<file path="config.mk">
export PLATFORM = sky130hd
export DESIGN_NAME = josephus_elimination_sequence
export DESIGN_NICKNAME = d
export VERILOG_FILES = /design/src/rtl/jes_pkg.sv /design/src/rtl/jes_ctrl.sv /design/src/rtl/jes_dp.sv /design/src/rtl/josephus_elimination_sequence.sv
export SDC_FILE = /design/constraint.sdc
export NUM_CORES = 1
export LEC_CHECK = 0
export BUFFER_PORTS_ARGS = -buffer_cell sky130_fd_sc_hd__buf_2
export CAP_MARGIN = 25
export CORE_MARGIN = 2
export CORE_UTILIZATION = 50
export CTS_CLUSTER_SIZE = 14
export DETAILED_ROUTE_END_ITERATION = 16
export HOLD_SLACK_MARGIN = 0.05
export PLACE_DENSITY = 0.76
export SYNTH_ARGS = -nofsm -noshare
export SYNTH_HDL_FRONTEND = slang
export SYNTH_SLANG_ARGS = --single-unit
</file>
<file path="constraint.sdc">
create_clock -name clk -period 4.78 [get_ports clk]
set_input_delay 0.478 -clock clk [delete_from_list [all_inputs] [get_ports clk]]
set_output_delay 0.478 -clock clk [all_outputs]
set_load 0.005 [all_outputs]
</file>
<file path="src/rtl/jes_pkg.sv">
`default_nettype none

package jes_pkg;

  // Field and register widths
  localparam int CFG_W    = 5;
  localparam int START_W  = 5;
  localparam int STEP_W   = 7;
  localparam int MEMBER_W = 5;
  localparam int PICK_W   = 5;

  // Configuration port
  localparam int APB_DATA_W = 32;
  localparam int PADDR_W    = 3;
  localparam int REG_SEL_BIT = 2;

  // Register indexes
  localparam logic REG_CIRCLE_SIZE = 1'b0;
  localparam logic REG_PICK_COUNT  = 1'b1;

  // Reset values and limits
  localparam logic [CFG_W-1:0] RESET_CIRCLE_SIZE = 5'd13;
  localparam logic [CFG_W-1:0] RESET_PICK_COUNT  = 5'd5;
  localparam int MAX_RESULTS         = 16;
  localparam int MAX_INTERVAL        = 100;
  localparam int DEFAULT_MAX_MEMBERS = 16;

  typedef enum logic [2:0] {
    ST_IDLE,
    ST_ADVANCE,
    ST_WALK_STEP,
    ST_WALK_NEXT,
    ST_EMIT
  } jes_state_t;

  typedef struct packed {
    logic load;
    logic walk_start;
    logic walk_step;
    logic walk_commit;
    logic step_dec;
    logic step_reload;
    logic emit;
  } jes_cmd_t;

  typedef struct packed {
    logic step_zero;
    logic walk_done;
    logic final_pick;
    logic bad;
    logic out_free;
  } jes_stat_t;

endpackage

`default_nettype wire

</file>
<file path="src/rtl/jes_ctrl.sv">
`default_nettype none

module jes_ctrl (
  input  logic               clk,
  input  logic               rst_n,
  input  logic               in_valid,
  output logic               in_stall,
  input  jes_pkg::jes_stat_t stat,
  output jes_pkg::jes_cmd_t  cmd
);
  import jes_pkg::*;

  jes_state_t state_r;
  jes_state_t state_nxt;

  always_ff @(posedge clk) begin
    if (!rst_n) begin
      state_r <= ST_IDLE;
    end else begin
      state_r <= state_nxt;
    end
  end

  always_comb begin
    state_nxt = state_r;
    cmd       = '0;
    in_stall  = 1'b1;
    case (state_r)
      ST_IDLE: begin
        in_stall = 1'b0;
        if (in_valid) begin
          cmd.load  = 1'b1;
          state_nxt = ST_ADVANCE;
        end
      end
      ST_ADVANCE: begin
        if (stat.bad || stat.step_zero) begin
          state_nxt = ST_EMIT;
        end else begin
          cmd.walk_start = 1'b1;
          state_nxt      = ST_WALK_STEP;
        end
      end
      ST_WALK_STEP: begin
        if (stat.walk_done) begin
          cmd.walk_commit = 1'b1;
          cmd.step_dec    = 1'b1;
          state_nxt       = ST_ADVANCE;
        end else begin
          cmd.walk_step = 1'b1;
        end
      end
      ST_WALK_NEXT: begin
        if (stat.walk_done) begin
          cmd.walk_commit = 1'b1;
          cmd.step_reload = 1'b1;
          state_nxt       = ST_ADVANCE;
        end else begin
          cmd.walk_step = 1'b1;
        end
      end
      ST_EMIT: begin
        if (stat.out_free) begin
          cmd.emit = 1'b1;
          if (stat.final_pick || stat.bad) begin
            state_nxt = ST_IDLE;
          end else begin
            cmd.walk_start = 1'b1;
            state_nxt      = ST_WALK_NEXT;
          end
        end
      end
      default: begin
        state_nxt = ST_IDLE;
      end
    endcase
  end

endmodule

`default_nettype wire

</file>
<file path="src/rtl/jes_dp.sv">
`default_nettype none

module jes_dp #(
  parameter int MAX_MEMBERS = jes_pkg::DEFAULT_MAX_MEMBERS
) (
  input  logic                          clk,
  input  logic                          rst_n,
  input  logic [jes_pkg::CFG_W-1:0]     circle_size,
  input  logic [jes_pkg::CFG_W-1:0]     pick_count,
  input  logic [jes_pkg::START_W-1:0]   start_position,
  input  logic [jes_pkg::STEP_W-1:0]    step_interval,
  input  jes_pkg::jes_cmd_t             cmd,
  output jes_pkg::jes_stat_t            stat,
  output logic                          out_valid,
  input  logic                          out_stall,
  output logic [jes_pkg::MEMBER_W-1:0]  out_member_number,
  output logic                          out_last_pick,
  output logic                          out_bad_request
);
  import jes_pkg::*;

  localparam int IW = (MAX_MEMBERS > 1) ? $clog2(MAX_MEMBERS) : 1;
  localparam int NW = $clog2(MAX_MEMBERS + 1);
  localparam int CW = (NW > CFG_W) ? NW : CFG_W;
  localparam int PW = ((IW + 1) > MEMBER_W) ? (IW + 1) : MEMBER_W;

  logic [CW-1:0]          cs_ext;
  logic [CW-1:0]          pc_ext;
  logic [CW-1:0]          n_eff;
  logic [CW-1:0]          picks_a;
  logic [CW-1:0]          picks_b;
  logic [CW-1:0]          picks_eff;
  logic                   req_bad;
  logic [PW-1:0]          member_full;

  logic [MAX_MEMBERS-1:0] present_r;
  logic [IW-1:0]          nm1_r;
  logic [IW-1:0]          pos_r;
  logic [IW-1:0]          cand_r;
  logic [STEP_W-1:0]      step_m1_r;
  logic [STEP_W-1:0]      stepcnt_r;
  logic [PICK_W-1:0]      rem_r;
  logic                   bad_r;
  logic                   out_valid_r;
  logic [MEMBER_W-1:0]    out_member_r;
  logic                   out_last_r;
  logic                   out_bad_r;

  function automatic logic [IW-1:0] wrap_inc(input logic [IW-1:0] x,
                                             input logic [IW-1:0] last);
    logic [IW-1:0] r;
    if (x == last) begin
      r = '0;
    end else begin
      r = x + IW'(1);
    end
    return r;
  endfunction

  // Clamp the configuration for the request being loaded
  always_comb begin
    cs_ext = CW'(circle_size);
    pc_ext = CW'(pick_count);
    if (cs_ext == '0) begin
      n_eff = CW'(1);
    end else if (cs_ext > CW'(MAX_MEMBERS)) begin
      n_eff = CW'(MAX_MEMBERS);
    end else begin
      n_eff = cs_ext;
    end
    picks_a   = (pc_ext == '0) ? CW'(1) : pc_ext;
    picks_b   = (picks_a > n_eff) ? n_eff : picks_a;
    picks_eff = (picks_b > CW'(MAX_RESULTS)) ? CW'(MAX_RESULTS) : picks_b;
    req_bad   = (start_position == '0) || (CW'(start_position) > n_eff) ||
                (step_interval == '0) || (step_interval > STEP_W'(MAX_INTERVAL));
  end

  assign member_full = PW'(pos_r) + PW'(1);

  // Circle contents and walk position
  always_ff @(posedge clk) begin
    if (cmd.load) begin
      for (int i = 0; i < MAX_MEMBERS; i++) begin
        present_r[i] <= (CW'(i) < n_eff);
      end
      nm1_r     <= IW'(n_eff - CW'(1));
      pos_r     <= IW'(start_position - START_W'(1));
      step_m1_r <= step_interval - STEP_W'(1);
      stepcnt_r <= step_interval - STEP_W'(1);
      rem_r     <= PICK_W'(picks_eff);
      bad_r     <= req_bad;
    end else begin
      if (cmd.emit) begin
        present_r[pos_r] <= 1'b0;
        rem_r            <= rem_r - PICK_W'(1);
      end
      if (cmd.walk_commit) begin
        pos_r <= cand_r;
      end
      if (cmd.step_dec) begin
        stepcnt_r <= stepcnt_r - STEP_W'(1);
      end else if (cmd.step_reload) begin
        stepcnt_r <= step_m1_r;
      end
    end
    if (cmd.walk_start) begin
      cand_r <= wrap_inc(pos_r, nm1_r);
    end else if (cmd.walk_step) begin
      cand_r <= wrap_inc(cand_r, nm1_r);
    end
  end

  // Output register
  always_ff @(posedge clk) begin
    if (!rst_n) begin
      out_valid_r <= 1'b0;
    end else if (cmd.emit) begin
      out_valid_r <= 1'b1;
    end else if (!out_stall) begin
      out_valid_r <= 1'b0;
    end
  end

  always_ff @(posedge clk) begin
    if (cmd.emit) begin
      out_member_r <= bad_r ? '0 : member_full[MEMBER_W-1:0];
      out_last_r   <= bad_r || (rem_r == PICK_W'(1));
      out_bad_r    <= bad_r;
    end
  end

  assign stat.step_zero  = (stepcnt_r == '0);
  assign stat.walk_done  = present_r[cand_r] || (cand_r == pos_r);
  assign stat.final_pick = (rem_r == PICK_W'(1));
  assign stat.bad        = bad_r;
  assign stat.out_free   = !out_valid_r || !out_stall;

  assign out_valid         = out_valid_r;
  assign out_member_number = out_member_r;
  assign out_last_pick     = out_last_r;
  assign out_bad_request   = out_bad_r;

endmodule

`default_nettype wire

</file>
<file path="src/rtl/josephus_elimination_sequence.sv">
`default_nettype none

// Josephus elimination over a circle of members numbered 1 to circle_size
// (clamped to 1..MAX_MEMBERS). Each input transaction gives a start member
// and a step interval; the block counts interval-1 places among members
// still present, returns that member as one output transaction, removes it
// and carries on from the next member present, returning pick_count members
// (clamped to 1..circle size, at most 16) with last_pick set on the final
// one. A start of 0 or beyond the circle, or an interval of 0 or above 100,
// returns a single transaction with member_number 0, last_pick and
// bad_request set. Requests are served one at a time: in_stall stays high
// from acceptance until the final result has been placed in the output
// register. The controller walks the circle one position per cycle,
// skipping removed members: for each counted place it checks the count
// and then walks to the next member present; when the count is done it
// emits the pick and, for all but the final pick, moves off the removed
// member to the next one present. Output back-pressure holds the sequence
// only while a result waits to be taken. circle_size and pick_count are
// written through the APB port at byte addresses 0 and 4 (reset 13 and 5)
// and must only be changed while no request is in flight.
module josephus_elimination_sequence #(
  parameter int MAX_MEMBERS = jes_pkg::DEFAULT_MAX_MEMBERS
) (
  input  logic                            clk,
  input  logic                            rst_n,
  // Request channel
  input  logic                            in_valid,
  output logic                            in_stall,
  input  logic [jes_pkg::START_W-1:0]     in_start_position,
  input  logic [jes_pkg::STEP_W-1:0]      in_step_interval,
  // Result channel
  output logic                            out_valid,
  input  logic                            out_stall,
  output logic [jes_pkg::MEMBER_W-1:0]    out_member_number,
  output logic                            out_last_pick,
  output logic                            out_bad_request,
  // APB configuration port
  input  logic                            psel,
  input  logic                            penable,
  input  logic                            pwrite,
  input  logic [jes_pkg::PADDR_W-1:0]     paddr,
  input  logic [jes_pkg::APB_DATA_W-1:0]  pwdata,
  output logic [jes_pkg::APB_DATA_W-1:0]  prdata,
  output logic                            pready
);
  import jes_pkg::*;

  logic [CFG_W-1:0] circle_size_r;
  logic [CFG_W-1:0] pick_count_r;
  logic             cfg_wr;
  jes_cmd_t         cmd;
  jes_stat_t        stat;

  // Zero-wait-state port: every access completes in its access cycle
  assign pready = 1'b1;
  assign cfg_wr = psel && penable && pwrite;

  // Register file; low address bits are ignored, unused bits of the write
  // data are dropped
  always_ff @(posedge clk) begin
    if (!rst_n) begin
      circle_size_r <= RESET_CIRCLE_SIZE;
      pick_count_r  <= RESET_PICK_COUNT;
    end else if (cfg_wr) begin
      case (paddr[REG_SEL_BIT])
        REG_CIRCLE_SIZE: circle_size_r <= pwdata[CFG_W-1:0];
        REG_PICK_COUNT:  pick_count_r  <= pwdata[CFG_W-1:0];
        default: begin
        end
      endcase
    end
  end

  // Read back the selected register, zero-extended
  always_comb begin
    case (paddr[REG_SEL_BIT])
      REG_CIRCLE_SIZE: prdata = APB_DATA_W'(circle_size_r);
      REG_PICK_COUNT:  prdata = APB_DATA_W'(pick_count_r);
      default:         prdata = '0;
    endcase
  end

  // Sequencer: accepts a request, steps the walk, hands results out
  jes_ctrl u_ctrl (
    .clk      (clk),
    .rst_n    (rst_n),
    .in_valid (in_valid),
    .in_stall (in_stall),
    .stat     (stat),
    .cmd      (cmd)
  );

  // Circle state, counters and the output register
  jes_dp #(
    .MAX_MEMBERS (MAX_MEMBERS)
  ) u_dp (
    .clk               (clk),
    .rst_n             (rst_n),
    .circle_size       (circle_size_r),
    .pick_count        (pick_count_r),
    .start_position    (in_start_position),
    .step_interval     (in_step_interval),
    .cmd               (cmd),
    .stat              (stat),
    .out_valid         (out_valid),
    .out_stall         (out_stall),
    .out_member_number (out_member_number),
    .out_last_pick     (out_last_pick),
    .out_bad_request   (out_bad_request)
  );

endmodule

`default_nettype wire
</file>
==> impl_metrics.py <==
metrics = {
    "timing": {
        "hold_viol": 0,
        "final.period_utilization": 0.667,
        "setup_viol": 0,
        "final_max_slew_violation_count": 0,
        "unrepaired_setup_endpoints_after_global_routing": "false",
        "achievable-frequency_ghz": 0.313,
        "final_period_minus_worst_setup_slack_ns": 3.19,
        "fin_skew_ns": 0.00757,
        "slew-limit-headroom": 0.376,
        "worstMarginPinSlew_ns": 0.926,
        "final.setup.tns_ns": 0,
    },
    "floorplanning": {
        "die-height_um": 98.5,
        "design.core.area_um2": 8680,
        "dieWidth_um": 98.5,
        "floorplan.io_pins": 96,
        "floorplan.die_area_um2": 9710,
        "initial_utilization": 0.515,
        "std_cell_rows": 34,
    },
    "clock_tree": {
        "cts.clk_slew.worst_paths_ns": 0.08,
        "clockBufferDepth": 2,
        "cts-buffers-inserted": 9,
        "post_cts_resized": 0,
        "clock_latency_ns": 0.36,
        "cts_tree": "yes",
        "cts_root_buf": "sky130_fd_sc_hd__clkbuf_8",
        "cts_htree_levels": 3,
        "post_cts_buffers": 0,
        "post_cts_hold_buffer_count": 0,
        "cts_sinks": 69,
    },
    "logic_synthesis": {
        "syn-instance-count": 457,
        "synth_cell_type_count": 57,
        "avgSynthCellArea_um2": 9.77,
        "synth_edf_count": 55,
        "area_of_the_mapped_netlist_um2": 4470,
        "synth_seq_cells": 69,
        "sequential_element_share_of_the_synthesized_area": 0.432,
        "yosys-top-cells-area": "sky130_fd_sc_hd__edfxtp_1 37%, sky130_fd_sc_hd__ha_1 6.7%, sky130_fd_sc_hd__dfxtp_1 6.3%",
        "netlist_top_cells_count": "55 x sky130_fd_sc_hd__edfxtp_1, 55 x sky130_fd_sc_hd__nand2_1, 29 x sky130_fd_sc_hd__buf_4",
        "synth_ff_type": "sky130_fd_sc_hd__edfxtp_1",
        "yosysTopAreaCellShare": 0.370,
        "ys.warnings.count": 0,
        "yosysTopAreaCell": "sky130_fd_sc_hd__edfxtp_1",
        "async_reset_ff_frac": 0,
    },
    "global_route": {
        "globalRoute.busiestLayer": "met2",
        "first_pass_grt_wire_length_mm": 15.2,
        "gr-usage-met3": 0.0291,
        "grt_max_degree": 41,
        "gr-total-overflow": 0,
        "vias_in_the_first_global_route": 3142,
        "grt_util_met2": 0.339,
        "grt_util_all_layers": 0.199,
        "met1_usage_in_global_routing": 0.254,
        "number_of_antenna_violations_at_the_first_check_in_global_routing": 0,
    },
    "pwr": {
        "leakagePower_nw": 1.96,
        "p_per_area_nw_per_um2": 377,
        "power.ir.vdd_worst_v": 0.000155,
    },
    "final_layout": {
        "final.fill_count": 810,
        "nets": 559,
        "antennaDiodeCount": 0,
        "layout-drive-gt1-share": 0.163,
        "syn_to_final_growth_pct": 8.29,
        "post-route-cell-area_um2": 4840,
        "multi_input_area_um2": 2210,
        "seqCellArea_um2": 1930,
    },
    "worst_hold_path": {
        "hold_crit_depth": 3,
        "hold_path.class": "input port to flop",
        "timing.hold.worst_endpoint": "circle_size_r[0]$_SDFFE_PN1P_",
        "min-delay-start": "pwdata[0]",
    },
    "placement": {
        "gp_routability_congestion": 0.867,
        "port_bufs": 38,
        "detailedPlacementHpwl_mm": 6.82,
        "detailed_place.area_um2": 4580,
    },
    "job": {
        "max-cap-violations": 0,
    },
    "worst_setup_path": {
        "worst-path-max-fanout": 12,
        "regToRegEndpoint": "u_dp.rem_r[0]$_DFFE_PP_",
        "cp-end-kind": "flop",
        "worstSetupStartpointType": "flop",
        "crit_type": "flop to flop",
        "cp.required_ns": 4.98,
        "critical_path_arrival_ns": 3.39,
        "worstRegToRegCells": 9,
        "timing.reg2reg.setup_slack_ns": 1.59,
        "r2r_start": "circle_size_r[4]$_SDFFE_PN0P_",
        "timing.critical_path.from": "circle_size_r[4]$_SDFFE_PN0P_",
    },
    "run_status": {
        "result_of_the_run": "completed",
    },
    "routing": {
        "detail_route.vias_per_cell": 5.56,
        "drt-pass1-iter-count": 5,
        "routed-via-count": 3302,
        "drt_first_iter_violations": 245,
        "detail-route-antenna-nets": 0,
        "detail_route.drc_violations": 0,
        "dr_wl_cell_um": 16.1,
        "finalWirelength_mm": 9.57,
    },
}
-- layout make-up --
class                           instances  share of cell area
Clock buffer                           11              0.0313
Clock inverter                          5              0.0171
Inverter                               26              0.0202
Multi-Input combinational cell        334               0.456
Sequential cell                        69               0.399
Tap cell                              108              0.0279
Timing Repair Buffer                   41              0.0481
-- how the worst max path moves through the flow --
stage,endpoint,slack (ns),cells past startpoint
finish,u_dp.rem_r[0]$_DFFE_PP_,1.59,9
global route,u_dp.rem_r[3]$_DFFE_PP_,1.34,9
CTS,u_dp.rem_r[2]$_DFFE_PP_,1.64,9
detailed placement,u_dp.rem_r[2]$_DFFE_PP_,1.67,9
global placement,u_dp.rem_r[2]$_DFFE_PP_,1.67,9
floorplan,u_dp.rem_r[2]$_DFFE_PP_,1.84,11
-- cell usage in the layout (no fill, tap or decap), types with 4 or more instances in the layout --
master and count:
sky130_fd_sc_hd__nand3_1 22, sky130_fd_sc_hd__conb_1 28, sky130_fd_sc_hd__edfxtp_1 55, sky130_fd_sc_hd__o22ai_1 6
sky130_fd_sc_hd__nor2_1 21, sky130_fd_sc_hd__buf_2 38, sky130_fd_sc_hd__nand2_1 55, sky130_fd_sc_hd__mux2i_1 13
sky130_fd_sc_hd__dfxtp_1 14, sky130_fd_sc_hd__nor2b_1 9, sky130_fd_sc_hd__o21ai_1 5, sky130_fd_sc_hd__nor3_1 8
sky130_fd_sc_hd__mux2_2 6, sky130_fd_sc_hd__nor4_1 5, sky130_fd_sc_hd__xnor2_1 17, sky130_fd_sc_hd__o21ai_0 24
sky130_fd_sc_hd__ha_1 24, sky130_fd_sc_hd__clkbuf_8 11, sky130_fd_sc_hd__a21oi_1 13, sky130_fd_sc_hd__nand2b_1 4
sky130_fd_sc_hd__inv_1 26, sky130_fd_sc_hd__a31oi_1 6, sky130_fd_sc_hd__xor2_1 15
-- sequential cells by signal (all words and copies together) (netlist names), 3 cells and up --
| name | count |
|---|---|
| u_dp.stepcnt_r | 7 |
| u_ctrl.state_r | 3 |
| u_dp.pos_r | 4 |
| u_dp.present_r | 16 |
| u_dp.nm1_r | 4 |
| pick_count_r | 5 |
| u_dp.rem_r | 5 |
| u_dp.cand_r | 4 |
| u_dp.step_m1_r | 7 |
| u_dp.out_member_number | 5 |
| circle_size_r | 5 |
-- worst max-delay path, stage by stage (launching register included) --
cell                        delay, ns
sky130_fd_sc_hd__dfxtp_1         0.41
sky130_fd_sc_hd__inv_1           0.37
sky130_fd_sc_hd__nand2_1         0.25
sky130_fd_sc_hd__ha_1            0.37
sky130_fd_sc_hd__a21oi_1         0.14
sky130_fd_sc_hd__nor2_1          0.06
sky130_fd_sc_hd__a2111oi_0       0.58
sky130_fd_sc_hd__o21bai_1        0.34
sky130_fd_sc_hd__mux2_2          0.40
sky130_fd_sc_hd__o22ai_1         0.12
-- where the power goes --
part           switching, mW  internal (mW)  leakage (nW)  total [mW]
Combinational          0.241          0.177          1.21       0.418
Clock                  0.236          0.323         0.120       0.559
Sequential            0.0817          0.764         0.631       0.846
Total                  0.559           1.26          1.96        1.82
-- layer usage --
metal / wire, um / share of wire
met1: 4240 / 0.44
met2: 4580 / 0.48
met3: 519 / 0.054
met4: 224 / 0.023
met5: 0 / 0
-- through the flow --
stage                     hold WS, ns  std cells  setup WS, ns  total power, mW   util
after CTS                       0.345        593          1.64             1.81  0.554
after global routing            0.373        594          1.34             1.91  0.557
final                           0.353        594          1.59             1.82  0.557
after global placement          0.514        577          1.67             1.23  0.527
after floorplan                 0.424        483          1.84             1.16      -
after detailed placement        0.533        577          1.67             1.26  0.527
-- cell families after synthesis --
kind of cell | Yosys count | synth area share
AOI/OAI and AO/OA | 86 | 0.128
other | 2 | 0.00168
DFF | 69 | 0.432
muxes | 22 | 0.0611
buffers and inverters | 80 | 0.0955
and+or+nand+nor | 142 | 0.152
adders and majority gates | 24 | 0.0672
xor gates and xnor gates | 32 | 0.0627
No activity file was read; power rests on OpenSTA's default activity.
